**src/rtl/lcss_pkg.sv**
```systemverilog
package lcss_pkg;

  // Array and field sizes
  localparam int unsigned MAX_SERVERS = 256;
  localparam int unsigned IDX_W       = $clog2(MAX_SERVERS);
  localparam int unsigned AVOID_W     = 9;
  localparam int unsigned CNT_W       = 32;
  localparam int unsigned WIDE_W      = 64;
  localparam int unsigned TIE_W       = 9;
  localparam int unsigned PRNG_W      = 32;
  localparam int unsigned CFG_IDX_W   = 3;
  localparam int unsigned CFG_DATA_W  = 32;

  localparam logic [TIE_W-1:0] TIE_MAX = '1;

  // Server roles as carried on the request channel
  typedef enum logic [1:0] {
    ROLE_OFF      = 2'd0,
    ROLE_ACTIVE   = 2'd1,
    ROLE_BACKUP   = 2'd2,
    ROLE_FALLBACK = 2'd3
  } role_t;

  // Pass outcome codes
  typedef enum logic [1:0] {
    OUT_CHOSEN   = 2'd0,
    OUT_NONE     = 2'd1,
    OUT_FALLBACK = 2'd2
  } outcome_t;

  // Configuration register indexes
  typedef enum logic [CFG_IDX_W-1:0] {
    REG_HAS_ACTIVE   = 3'd0,
    REG_HAS_FALLBACK = 3'd1,
    REG_CACHE_USABLE = 3'd2,
    REG_AVOID        = 3'd3,
    REG_SEED         = 3'd4
  } cfg_reg_t;

endpackage

```
**src/rtl/lcss_ifs.sv**
```systemverilog
// Server request channel
interface lcss_in_if;
  import lcss_pkg::*;
  logic                valid;
  logic                ready;
  logic [IDX_W-1:0]    server_index;
  logic [1:0]          server_role;
  logic [CNT_W-1:0]    served;
  logic [CNT_W-1:0]    queued;
  logic [CNT_W-1:0]    conn_limit;
  logic [CNT_W-1:0]    queue_limit;
  logic                lookup_ok;
  logic                remote_found;
  logic [WIDE_W-1:0]   cached_total;
  logic [WIDE_W-1:0]   cached_self;
  logic [WIDE_W-1:0]   current_local;
  logic                last_server;

  modport source (
    output valid, server_index, server_role, served, queued, conn_limit, queue_limit,
           lookup_ok, remote_found, cached_total, cached_self, current_local, last_server,
    input  ready
  );
  modport sink (
    input  valid, server_index, server_role, served, queued, conn_limit, queue_limit,
           lookup_ok, remote_found, cached_total, cached_self, current_local, last_server,
    output ready
  );
endinterface

// Selection result channel
interface lcss_out_if;
  import lcss_pkg::*;
  logic             valid;
  logic             ready;
  logic [1:0]       outcome;
  logic [IDX_W-1:0] selected_server;

  modport source (output valid, outcome, selected_server, input ready);
  modport sink   (input valid, outcome, selected_server, output ready);
endinterface

// Configuration write channel
interface lcss_cfg_if;
  import lcss_pkg::*;
  logic                  valid;
  logic                  ready;
  logic [CFG_IDX_W-1:0]  index;
  logic [CFG_DATA_W-1:0] data;

  modport source (output valid, index, data, input ready);
  modport sink   (input valid, index, data, output ready);
endinterface

```
**src/rtl/least_conn_server_select.sv**
```systemverilog
// Least-connections server selection.
// in_ch carries one request per server of a selection pass; last_server marks
// the final request. Each eligible server with spare capacity is scored as
// its remote count (global minus own) plus its local count; the lowest score
// wins and equal scores are settled by a reservoir draw from an internal
// xorshift32. The avoided server is chosen only when nothing else qualifies.
// A failed lookup, a global count below own count, a 64-bit overflow or an
// unusable cache makes the pass report fallback.
// out_ch carries one result per pass, registered: the last request of a pass
// passes the input and scoring registers before out_ch.valid rises.
// Throughput is one request per cycle: an input register, a scoring register
// and the running best-score state form a three-deep pipeline, and the only
// loop is the 64-bit compare and 32x9 draw multiply against the running best.
// cfg_ch is always ready; write it only while no pass is in flight.
// Reset (rst_n low, synchronous) clears the pipeline and pass state, loads
// the registers with their defaults and seeds the generator with 1.
// When out_ch stalls, requests keep flowing until the next last request
// reaches the scoring register; it then waits there for the result slot.
module least_conn_server_select (
  input  logic        clk,
  input  logic        rst_n,
  lcss_in_if.sink     in_ch,
  lcss_out_if.source  out_ch,
  lcss_cfg_if.sink    cfg_ch
);
  import lcss_pkg::*;

  // Configuration registers
  logic               has_active_r;
  logic               has_fallback_r;
  logic               cache_usable_r;
  logic [AVOID_W-1:0] avoid_r;

  // Input register
  logic               s1_valid_r;
  logic [IDX_W-1:0]   s1_idx_r;
  role_t              s1_role_r;
  logic [CNT_W-1:0]   s1_served_r;
  logic [CNT_W-1:0]   s1_queued_r;
  logic [CNT_W-1:0]   s1_climit_r;
  logic [CNT_W-1:0]   s1_qlimit_r;
  logic               s1_ok_r;
  logic               s1_found_r;
  logic [WIDE_W-1:0]  s1_global_r;
  logic [WIDE_W-1:0]  s1_own_r;
  logic [WIDE_W-1:0]  s1_local_r;
  logic               s1_last_r;

  // Scoring register
  logic               s2_valid_r;
  logic [IDX_W-1:0]   s2_idx_r;
  logic               s2_cand_r;
  logic               s2_fb_r;
  logic [WIDE_W-1:0]  s2_score_r;
  logic               s2_last_r;

  // Pass state
  logic               best_valid_r, best_valid_nxt;
  logic [IDX_W-1:0]   best_index_r, best_index_nxt;
  logic [WIDE_W-1:0]  best_cost_r, best_cost_nxt;
  logic [TIE_W-1:0]   tie_count_r, tie_count_nxt;
  logic               avoided_r, avoided_nxt;
  logic               fallback_r, fallback_nxt;
  logic [PRNG_W-1:0]  prng_r, prng_nxt;

  // Result register
  logic               out_valid_r;
  outcome_t           out_outcome_r;
  logic [IDX_W-1:0]   out_server_r;

  // Handshake and flow control
  logic out_free, s2_room, s1_room, s2_take, in_fire, cfg_fire;

  assign out_free = !out_valid_r || out_ch.ready;
  assign s2_room  = !s2_valid_r || !s2_last_r || out_free;
  assign s1_room  = !s1_valid_r || s2_room;
  assign s2_take  = s2_valid_r && s2_room;
  assign in_fire  = in_ch.valid && s1_room;
  assign cfg_fire = cfg_ch.valid;

  assign in_ch.ready    = s1_room;
  assign cfg_ch.ready   = 1'b1;
  assign out_ch.valid   = out_valid_r;
  assign out_ch.outcome = out_outcome_r;
  assign out_ch.selected_server = out_server_r;

  // Configuration writes
  always_ff @(posedge clk) begin
    if (!rst_n) begin
      has_active_r   <= 1'b0;
      has_fallback_r <= 1'b0;
      cache_usable_r <= 1'b0;
      avoid_r        <= AVOID_W'(MAX_SERVERS);
    end else if (cfg_fire) begin
      unique case (cfg_ch.index)
        REG_HAS_ACTIVE:   has_active_r   <= cfg_ch.data[0];
        REG_HAS_FALLBACK: has_fallback_r <= cfg_ch.data[0];
        REG_CACHE_USABLE: cache_usable_r <= cfg_ch.data[0];
        REG_AVOID:        avoid_r        <= cfg_ch.data[AVOID_W-1:0];
        default: ;
      endcase
    end
  end

  // Input register: valid
  always_ff @(posedge clk) begin
    if (!rst_n) begin
      s1_valid_r <= 1'b0;
    end else if (s1_room) begin
      s1_valid_r <= in_ch.valid;
    end
  end

  // Input register: payload
  always_ff @(posedge clk) begin
    if (in_fire) begin
      s1_idx_r    <= in_ch.server_index;
      s1_role_r   <= role_t'(in_ch.server_role);
      s1_served_r <= in_ch.served;
      s1_queued_r <= in_ch.queued;
      s1_climit_r <= in_ch.conn_limit;
      s1_qlimit_r <= in_ch.queue_limit;
      s1_ok_r     <= in_ch.lookup_ok;
      s1_found_r  <= in_ch.remote_found;
      s1_global_r <= in_ch.cached_total;
      s1_own_r    <= in_ch.cached_self;
      s1_local_r  <= in_ch.current_local;
      s1_last_r   <= in_ch.last_server;
    end
  end

  // Eligibility by role and tier
  logic elig;
  always_comb begin
    priority if (s1_role_r == ROLE_OFF) begin
      elig = 1'b0;
    end else if (has_active_r) begin
      elig = (s1_role_r == ROLE_ACTIVE);
    end else if (has_fallback_r) begin
      elig = (s1_role_r == ROLE_FALLBACK);
    end else begin
      elig = (s1_role_r == ROLE_BACKUP) || (s1_role_r == ROLE_FALLBACK);
    end
  end

  // Capacity and score
  logic [CNT_W:0]    load_sum, limit_sum;
  logic              cap_ok;
  logic [WIDE_W:0]   remote_diff, score_sum;
  logic [WIDE_W-1:0] remote;
  logic              bad_count, count_ovf, usable, item_fb, item_cand;

  assign load_sum    = {1'b0, s1_served_r} + {1'b0, s1_queued_r};
  assign limit_sum   = {1'b0, s1_climit_r} + {1'b0, s1_qlimit_r};
  assign cap_ok      = (s1_climit_r == '0) || (load_sum < limit_sum);
  assign remote_diff = {1'b0, s1_global_r} - {1'b0, s1_own_r};
  assign bad_count   = s1_found_r && remote_diff[WIDE_W];
  assign remote      = s1_found_r ? remote_diff[WIDE_W-1:0] : '0;
  assign score_sum   = {1'b0, remote} + {1'b0, s1_local_r};
  assign count_ovf   = score_sum[WIDE_W];
  assign usable      = elig && cap_ok;
  assign item_fb     = !cache_usable_r || (usable && (!s1_ok_r || bad_count || count_ovf));
  assign item_cand   = usable && !item_fb;

  // Scoring register: valid
  always_ff @(posedge clk) begin
    if (!rst_n) begin
      s2_valid_r <= 1'b0;
    end else if (s2_room) begin
      s2_valid_r <= s1_valid_r;
    end
  end

  // Scoring register: payload
  always_ff @(posedge clk) begin
    if (s2_room && s1_valid_r) begin
      s2_idx_r   <= s1_idx_r;
      s2_cand_r  <= item_cand;
      s2_fb_r    <= item_fb;
      s2_score_r <= score_sum[WIDE_W-1:0];
      s2_last_r  <= s1_last_r;
    end
  end

  // Tie draw: step the generator and scale by the tie count
  logic [PRNG_W-1:0]       prng_a, prng_b, prng_step;
  logic [TIE_W-1:0]        tie_inc;
  logic [PRNG_W+TIE_W-1:0] draw_prod;
  logic                    avoid_hit;

  assign prng_a    = prng_r ^ (prng_r << 13);
  assign prng_b    = prng_a ^ (prng_a >> 17);
  assign prng_step = prng_b ^ (prng_b << 5);
  assign tie_inc   = (tie_count_r != TIE_MAX) ? tie_count_r + 1'b1 : tie_count_r;
  assign draw_prod = (PRNG_W+TIE_W)'(prng_step) * (PRNG_W+TIE_W)'(tie_inc);
  assign avoid_hit = (avoid_r < AVOID_W'(MAX_SERVERS)) && (avoid_r[IDX_W-1:0] == s2_idx_r);

  // Running best update
  always_comb begin
    best_valid_nxt = best_valid_r;
    best_index_nxt = best_index_r;
    best_cost_nxt  = best_cost_r;
    tie_count_nxt  = tie_count_r;
    avoided_nxt    = avoided_r;
    fallback_nxt   = fallback_r;
    prng_nxt       = prng_r;
    if (s2_take && !fallback_r) begin
      if (s2_fb_r) begin
        fallback_nxt = 1'b1;
      end else if (s2_cand_r) begin
        if (avoid_hit) begin
          avoided_nxt = 1'b1;
        end else if (!best_valid_r || (s2_score_r < best_cost_r)) begin
          best_valid_nxt = 1'b1;
          best_index_nxt = s2_idx_r;
          best_cost_nxt  = s2_score_r;
          tie_count_nxt  = TIE_W'(1);
        end else if (s2_score_r == best_cost_r) begin
          tie_count_nxt = tie_inc;
          prng_nxt      = prng_step;
          if (draw_prod[PRNG_W+TIE_W-1:PRNG_W] == '0) begin
            best_index_nxt = s2_idx_r;
          end
        end
      end
    end
  end

  // Pass result
  outcome_t         res_outcome;
  logic [IDX_W-1:0] res_server;
  always_comb begin
    priority if (fallback_nxt) begin
      res_outcome = OUT_FALLBACK;
      res_server  = '0;
    end else if (best_valid_nxt) begin
      res_outcome = OUT_CHOSEN;
      res_server  = best_index_nxt;
    end else if (avoided_nxt) begin
      res_outcome = OUT_CHOSEN;
      res_server  = avoid_r[IDX_W-1:0];
    end else begin
      res_outcome = OUT_NONE;
      res_server  = '0;
    end
  end

  // Pass state registers; cleared after the last request of a pass
  always_ff @(posedge clk) begin
    if (!rst_n) begin
      best_valid_r <= 1'b0;
      best_index_r <= '0;
      best_cost_r  <= '1;
      tie_count_r  <= '0;
      avoided_r    <= 1'b0;
      fallback_r   <= 1'b0;
    end else if (s2_take && s2_last_r) begin
      best_valid_r <= 1'b0;
      best_index_r <= '0;
      best_cost_r  <= '1;
      tie_count_r  <= '0;
      avoided_r    <= 1'b0;
      fallback_r   <= 1'b0;
    end else begin
      best_valid_r <= best_valid_nxt;
      best_index_r <= best_index_nxt;
      best_cost_r  <= best_cost_nxt;
      tie_count_r  <= tie_count_nxt;
      avoided_r    <= avoided_nxt;
      fallback_r   <= fallback_nxt;
    end
  end

  // Generator; a zero seed loads as one
  always_ff @(posedge clk) begin
    if (!rst_n) begin
      prng_r <= PRNG_W'(1);
    end else if (cfg_fire && (cfg_ch.index == REG_SEED)) begin
      prng_r <= (cfg_ch.data[PRNG_W-1:0] == '0) ? PRNG_W'(1) : cfg_ch.data[PRNG_W-1:0];
    end else begin
      prng_r <= prng_nxt;
    end
  end

  // Result register: valid
  always_ff @(posedge clk) begin
    if (!rst_n) begin
      out_valid_r <= 1'b0;
    end else if (s2_take && s2_last_r) begin
      out_valid_r <= 1'b1;
    end else if (out_ch.ready) begin
      out_valid_r <= 1'b0;
    end
  end

  // Result register: payload
  always_ff @(posedge clk) begin
    if (s2_take && s2_last_r) begin
      out_outcome_r <= res_outcome;
      out_server_r  <= res_server;
    end
  end

  // Checks
  a_prng_nonzero: assert property (@(posedge clk) disable iff (!rst_n)
    prng_r != '0)
    else $error("tie generator reached zero");

  a_best_has_tie: assert property (@(posedge clk) disable iff (!rst_n)
    best_valid_r |-> (tie_count_r != '0))
    else $error("best server held with zero tie count");

  a_fallback_idx: assert property (@(posedge clk) disable iff (!rst_n)
    (out_valid_r && (out_outcome_r != OUT_CHOSEN)) |-> (out_server_r == '0))
    else $error("nonzero server index on a result without a chosen server");

  a_no_lost_result: assert property (@(posedge clk) disable iff (!rst_n)
    (out_valid_r && !out_ch.ready) |=> out_valid_r)
    else $error("stalled result dropped");

endmodule

```
**src/flat_wrapper.sv**
```systemverilog
// flat-port wrapper written by rule: the top's interface ports become plain ports
module least_conn_server_select_flat import lcss_pkg::*;
  (clk, rst_n, in_ch_valid, in_ch_server_index, in_ch_server_role, in_ch_served, in_ch_queued, in_ch_conn_limit, in_ch_queue_limit, in_ch_lookup_ok, in_ch_remote_found, in_ch_cached_total, in_ch_cached_self, in_ch_current_local, in_ch_last_server, in_ch_ready, out_ch_valid, out_ch_outcome, out_ch_selected_server, out_ch_ready, cfg_ch_valid, cfg_ch_index, cfg_ch_data, cfg_ch_ready);
  lcss_in_if in_ch_i ();
  lcss_out_if out_ch_i ();
  lcss_cfg_if cfg_ch_i ();
  input  logic clk;
  input  logic rst_n;
  input wire logic [$bits(in_ch_i.valid)-1:0] in_ch_valid;
  input wire logic [$bits(in_ch_i.server_index)-1:0] in_ch_server_index;
  input wire logic [$bits(in_ch_i.server_role)-1:0] in_ch_server_role;
  input wire logic [$bits(in_ch_i.served)-1:0] in_ch_served;
  input wire logic [$bits(in_ch_i.queued)-1:0] in_ch_queued;
  input wire logic [$bits(in_ch_i.conn_limit)-1:0] in_ch_conn_limit;
  input wire logic [$bits(in_ch_i.queue_limit)-1:0] in_ch_queue_limit;
  input wire logic [$bits(in_ch_i.lookup_ok)-1:0] in_ch_lookup_ok;
  input wire logic [$bits(in_ch_i.remote_found)-1:0] in_ch_remote_found;
  input wire logic [$bits(in_ch_i.cached_total)-1:0] in_ch_cached_total;
  input wire logic [$bits(in_ch_i.cached_self)-1:0] in_ch_cached_self;
  input wire logic [$bits(in_ch_i.current_local)-1:0] in_ch_current_local;
  input wire logic [$bits(in_ch_i.last_server)-1:0] in_ch_last_server;
  output wire logic [$bits(in_ch_i.ready)-1:0] in_ch_ready;
  output wire logic [$bits(out_ch_i.valid)-1:0] out_ch_valid;
  output wire logic [$bits(out_ch_i.outcome)-1:0] out_ch_outcome;
  output wire logic [$bits(out_ch_i.selected_server)-1:0] out_ch_selected_server;
  input wire logic [$bits(out_ch_i.ready)-1:0] out_ch_ready;
  input wire logic [$bits(cfg_ch_i.valid)-1:0] cfg_ch_valid;
  input wire logic [$bits(cfg_ch_i.index)-1:0] cfg_ch_index;
  input wire logic [$bits(cfg_ch_i.data)-1:0] cfg_ch_data;
  output wire logic [$bits(cfg_ch_i.ready)-1:0] cfg_ch_ready;
  assign in_ch_i.valid = in_ch_valid;
  assign in_ch_i.server_index = in_ch_server_index;
  assign in_ch_i.server_role = in_ch_server_role;
  assign in_ch_i.served = in_ch_served;
  assign in_ch_i.queued = in_ch_queued;
  assign in_ch_i.conn_limit = in_ch_conn_limit;
  assign in_ch_i.queue_limit = in_ch_queue_limit;
  assign in_ch_i.lookup_ok = in_ch_lookup_ok;
  assign in_ch_i.remote_found = in_ch_remote_found;
  assign in_ch_i.cached_total = in_ch_cached_total;
  assign in_ch_i.cached_self = in_ch_cached_self;
  assign in_ch_i.current_local = in_ch_current_local;
  assign in_ch_i.last_server = in_ch_last_server;
  assign in_ch_ready = in_ch_i.ready;
  assign out_ch_valid = out_ch_i.valid;
  assign out_ch_outcome = out_ch_i.outcome;
  assign out_ch_selected_server = out_ch_i.selected_server;
  assign out_ch_i.ready = out_ch_ready;
  assign cfg_ch_i.valid = cfg_ch_valid;
  assign cfg_ch_i.index = cfg_ch_index;
  assign cfg_ch_i.data = cfg_ch_data;
  assign cfg_ch_ready = cfg_ch_i.ready;
  least_conn_server_select u_core (.clk(clk), .rst_n(rst_n), .in_ch(in_ch_i), .out_ch(out_ch_i), .cfg_ch(cfg_ch_i));
endmodule
```
**config.mk**
```make
export PLATFORM = sky130hd
export DESIGN_NAME = least_conn_server_select_flat
export DESIGN_NICKNAME = d
export VERILOG_FILES = /design/src/rtl/lcss_pkg.sv /design/src/rtl/lcss_ifs.sv /design/src/rtl/least_conn_server_select.sv /design/src/flat_wrapper.sv
export SDC_FILE = /design/constraint.sdc
export NUM_CORES = 2
export LEC_CHECK = 0
export BUFFER_PORTS_ARGS = -buffer_cell sky130_fd_sc_hd__buf_2
export CORE_MARGIN = 4
export CORE_UTILIZATION = 50
export DETAILED_ROUTE_END_ITERATION = 7
export PLACE_DENSITY = 0.72
export REMOVE_ABC_BUFFERS = 1
export SYNTH_ARGS = -nofsm -noshare
export SYNTH_HDL_FRONTEND = slang
export SYNTH_SLANG_ARGS = --single-unit
```
**constraint.sdc**
```tcl
create_clock -name clk -period 10.7 [get_ports clk]
set_input_delay 2.14 -clock clk [delete_from_list [all_inputs] [get_ports clk]]
set_output_delay 2.14 -clock clk [all_outputs]
set_load 0.005 [all_outputs]
```
==> reports/metrics.csv <==
metric;value;unit
cts-root-buf;clkbuf_16;
nets;5281;
peakVddDrop;0.0001391;V
switching_share;0.3107;
wl_per_cell;18.84;um
drt_iter0_markers;2268;
synth-seq-area-share;0.3823;
dr.pass1.iters;6;
chipHeight;289.8;um
grt_pass1_wl;161800;um
r2r_start;u_core.tie_count_r[1];
intPower;4.595;mW
area_growth;13.50;%
setup_viol;0;
ant_nets;0;
cp_data_required_time;11.05;ns
layout_worst_path_cycle_share;0.7871;
drive_above_1_share;0.1259;
cts_setup_buffers;0;
postCtsResizedCells;0;
setup_tns;0;ns
place_hpwl;80310;um
synth-seq-cells;549;
fmax;0.1187;GHz
dieArea;83960;sq um
clk_pin_slew;0.06;ns
grt-ovfl-total;0;
p_clk_frac;0.346;
crit_type;reg -> reg;
drt_wl_total;102900;um
rsz0062_at_grt;false;
synthFlopType;edfxtp_1;
postSynthCellCount;3985;
cp.arrival;8.77;ns
core.rowCount;103;
powerDensity;148.0;nW/um^2
final_hold_viol_count;0;
reg2reg_setup_slack;2.28;ns
ios;386;
cts_buffers;67;
critPathLaunch;u_core.tie_count_r[1];
syn_area_per_cell;9.961;sq um
gr-usage-all-layers;0.2431;
pwr-share-comb;0.268;
place_congestion;0.9253;
cts_sinks;549;
grt_max_degree;92;
coreArea;78870;sq um
synth_area_leaders;edfxtp_1 (32%), ha_1 (11%), fa_1 (11%), dfxtp_1 (6.6%), xnor2_1 (3.8%);
relSlewSlack;0.2584;
p_seq_frac;0.386;
cts_tree;yes;
hold_start;u_core.s1_last_r;
avgViaCountPerCell;5.617;
max-clock-path-buffers;3;
worst_slew_pin_slew;1.112;ns
total_power;6.667;mW
initial_core_util;0.5033;
worst_clock_skew;0.05001;ns
path_max_fanout;33;
layout_common_cells;edfxtp_1 (418), inv_1 (400), buf_2 (384);
dieWidth;289.8;um
synthArstFlopShare;0;
ys_warn_count;0;
num_vias;30670;
port_buffers;384;
yosysTopAreaCell;edfxtp_1;
synth_area;39690;sq um
maxCapViolations;0;
hp-class;reg -> reg;
startpoint_type;flip-flop;
min_period;8.422;ns
worstSkewPairLatency;0.63;ns
power_switching;2.072;mW
h-tree-depth;3;
critPathCaptureType;flip-flop;
final_common_cell;edfxtp_1;
cts_hold_buf;0;
status;finished, final reports clean;
grt_antenna_before_repair;12;
yosysUniqueCellTypes;83;
p_leak;20.49;nW
hold-worst-slack;0.3947;ns
grt_pass1_vias;30410;
synth_edf_count;418;
drc;0;
yosysTopAreaCellShare;0.3162;
drv_slew;0;
==> per-layer routing <==
layer  global-route usage  wire, um  share of wire  up-vias
met1               0.3232     43250           0.42    14640
met4              0.08955      3747          0.036        0
met5                    0         0              0        -
met2               0.3939     48090           0.47     1039
li1                     -         -              -    14790
met3              0.05192      7808          0.076      203
==> worst max-delay path: stages (launching register included) <==
cell and delay (ns):
dfxtp_1 0.45, ha_1 0.24, nand2_1 0.11, or3_1 0.53, nand4_1 0.22, nor2_1 0.13, xnor2_4 0.84, nor2_1 0.16
fa_1 0.54, fa_1 0.53, fa_1 0.55, inv_1 0.05, fa_1 0.52, inv_1 0.04, ha_1 0.32, a21o_1 0.17
a21o_1 0.18, a2111oi_0 0.52, o211ai_1 0.24, a32oi_1 0.29, nor2_1 0.09, o31a_1 0.28, o2111a_1 0.28, nand4_2 0.20
nand2_1 0.22, a221o_1 0.43
==> per-stage QoR <==
| step | utilization | setup slack [ns] | instances | cell area [sq um] |
|---|---|---|---|---|
| after global placement | 0.5422 | 2.725 | 5329 | 42760 |
| after floorplan | - | -0.1347 | 3871 | 39240 |
| after detailed placement | 0.5422 | 2.442 | 5329 | 42760 |
| after global routing | 0.5711 | 1.848 | 5457 | 45040 |
| after CTS | 0.5709 | 2.360 | 5452 | 45030 |
| final | 0.5712 | 2.278 | 5461 | 45050 |
==> cell type report <==
cell class / count / area, sq um
Clock buffer: 87 / 1802
Antenna cell: 9 / 22.52
Tap cell: 1050 / 1314
Multi-Input combinational cell: 2921 / 22670
Sequential cell: 549 / 15170
Clock inverter: 36 / 466.7
Timing Repair Buffer: 408 / 2102
Inverter: 401 / 1505
Fill cell: 6790 / 33820
==> final timing paths <==
kind                                 endpoint  depth (start not counted)
max          u_core.out_ch.selected_server[6]                         25
min                          u_core.s2_last_r                          0
max reg2reg  u_core.out_ch.selected_server[6]                         25
min reg2reg                  u_core.s2_last_r                          0
==> cell families (layout without fill, tap and decap cells) <==
group                    count (synthesis)  count (layout)  share of synthesized area
buffers and inverters                  515             932                    0.04933
AO/OA/AOI/OAI                          907             907                     0.1491
multiplexers                            33              33                   0.008668
AND/OR/NAND/NOR                       1148            1148                     0.1325
adder cells (fa/ha/maj)                560             560                     0.2170
other                                    1              10                 0.00009447
flip-flops                             549             549                     0.3823
XOR/XNOR                               272             272                    0.06106
==> sequential cells by signal, summed over array words and instances, names as in the netlist, 2 cells and up <==
register and count:
u_core.avoid_r 9, u_core.best_cost_r 64, u_core.best_index_r 8, u_core.out_ch.outcome 2, u_core.out_ch.selected_server 8, u_core.prng_r 32
u_core.s1_climit_r 32, u_core.s1_global_r 64, u_core.s1_idx_r 8, u_core.s1_local_r 64, u_core.s1_own_r 64, u_core.s1_qlimit_r 32
u_core.s1_queued_r 32, u_core.s1_role_r 2, u_core.s1_served_r 32, u_core.s2_idx_r 8, u_core.s2_score_r 64, u_core.tie_count_r 9
==> power by group through the flow <==
stage,sequential [mW],clock (mW),combinational [mW]
floorplan,2.61,0,1.30
global placement,2.62,0,1.73
detailed placement,2.62,0,1.75
CTS,2.58,2.37,1.77
global route,2.59,2.46,2.01
finish,2.58,2.30,1.79
==> synthesized netlist by cell type, types with 21 or more instances <==
master,n
mux2i_1,31
xnor2_1,172
nor4_1,27
a211oi_1,21
and3_1,23
o21ai_0,143
clkbuf_1,108
fa_1,214
o21bai_1,31
nor2_1,378
nand3_1,67
nand2b_1,44
and2_1,27
nand4_1,61
dfxtp_1,131
o21a_1,34
xor2_1,97
nor2b_1,39
a21oi_1,253
o22ai_1,23
edfxtp_1,418
ha_1,346
o211ai_1,74
a31oi_1,28
nor3_1,44
a21o_1,164
inv_1,401
nand2_1,374
Power figures use the tool's default switching activity.
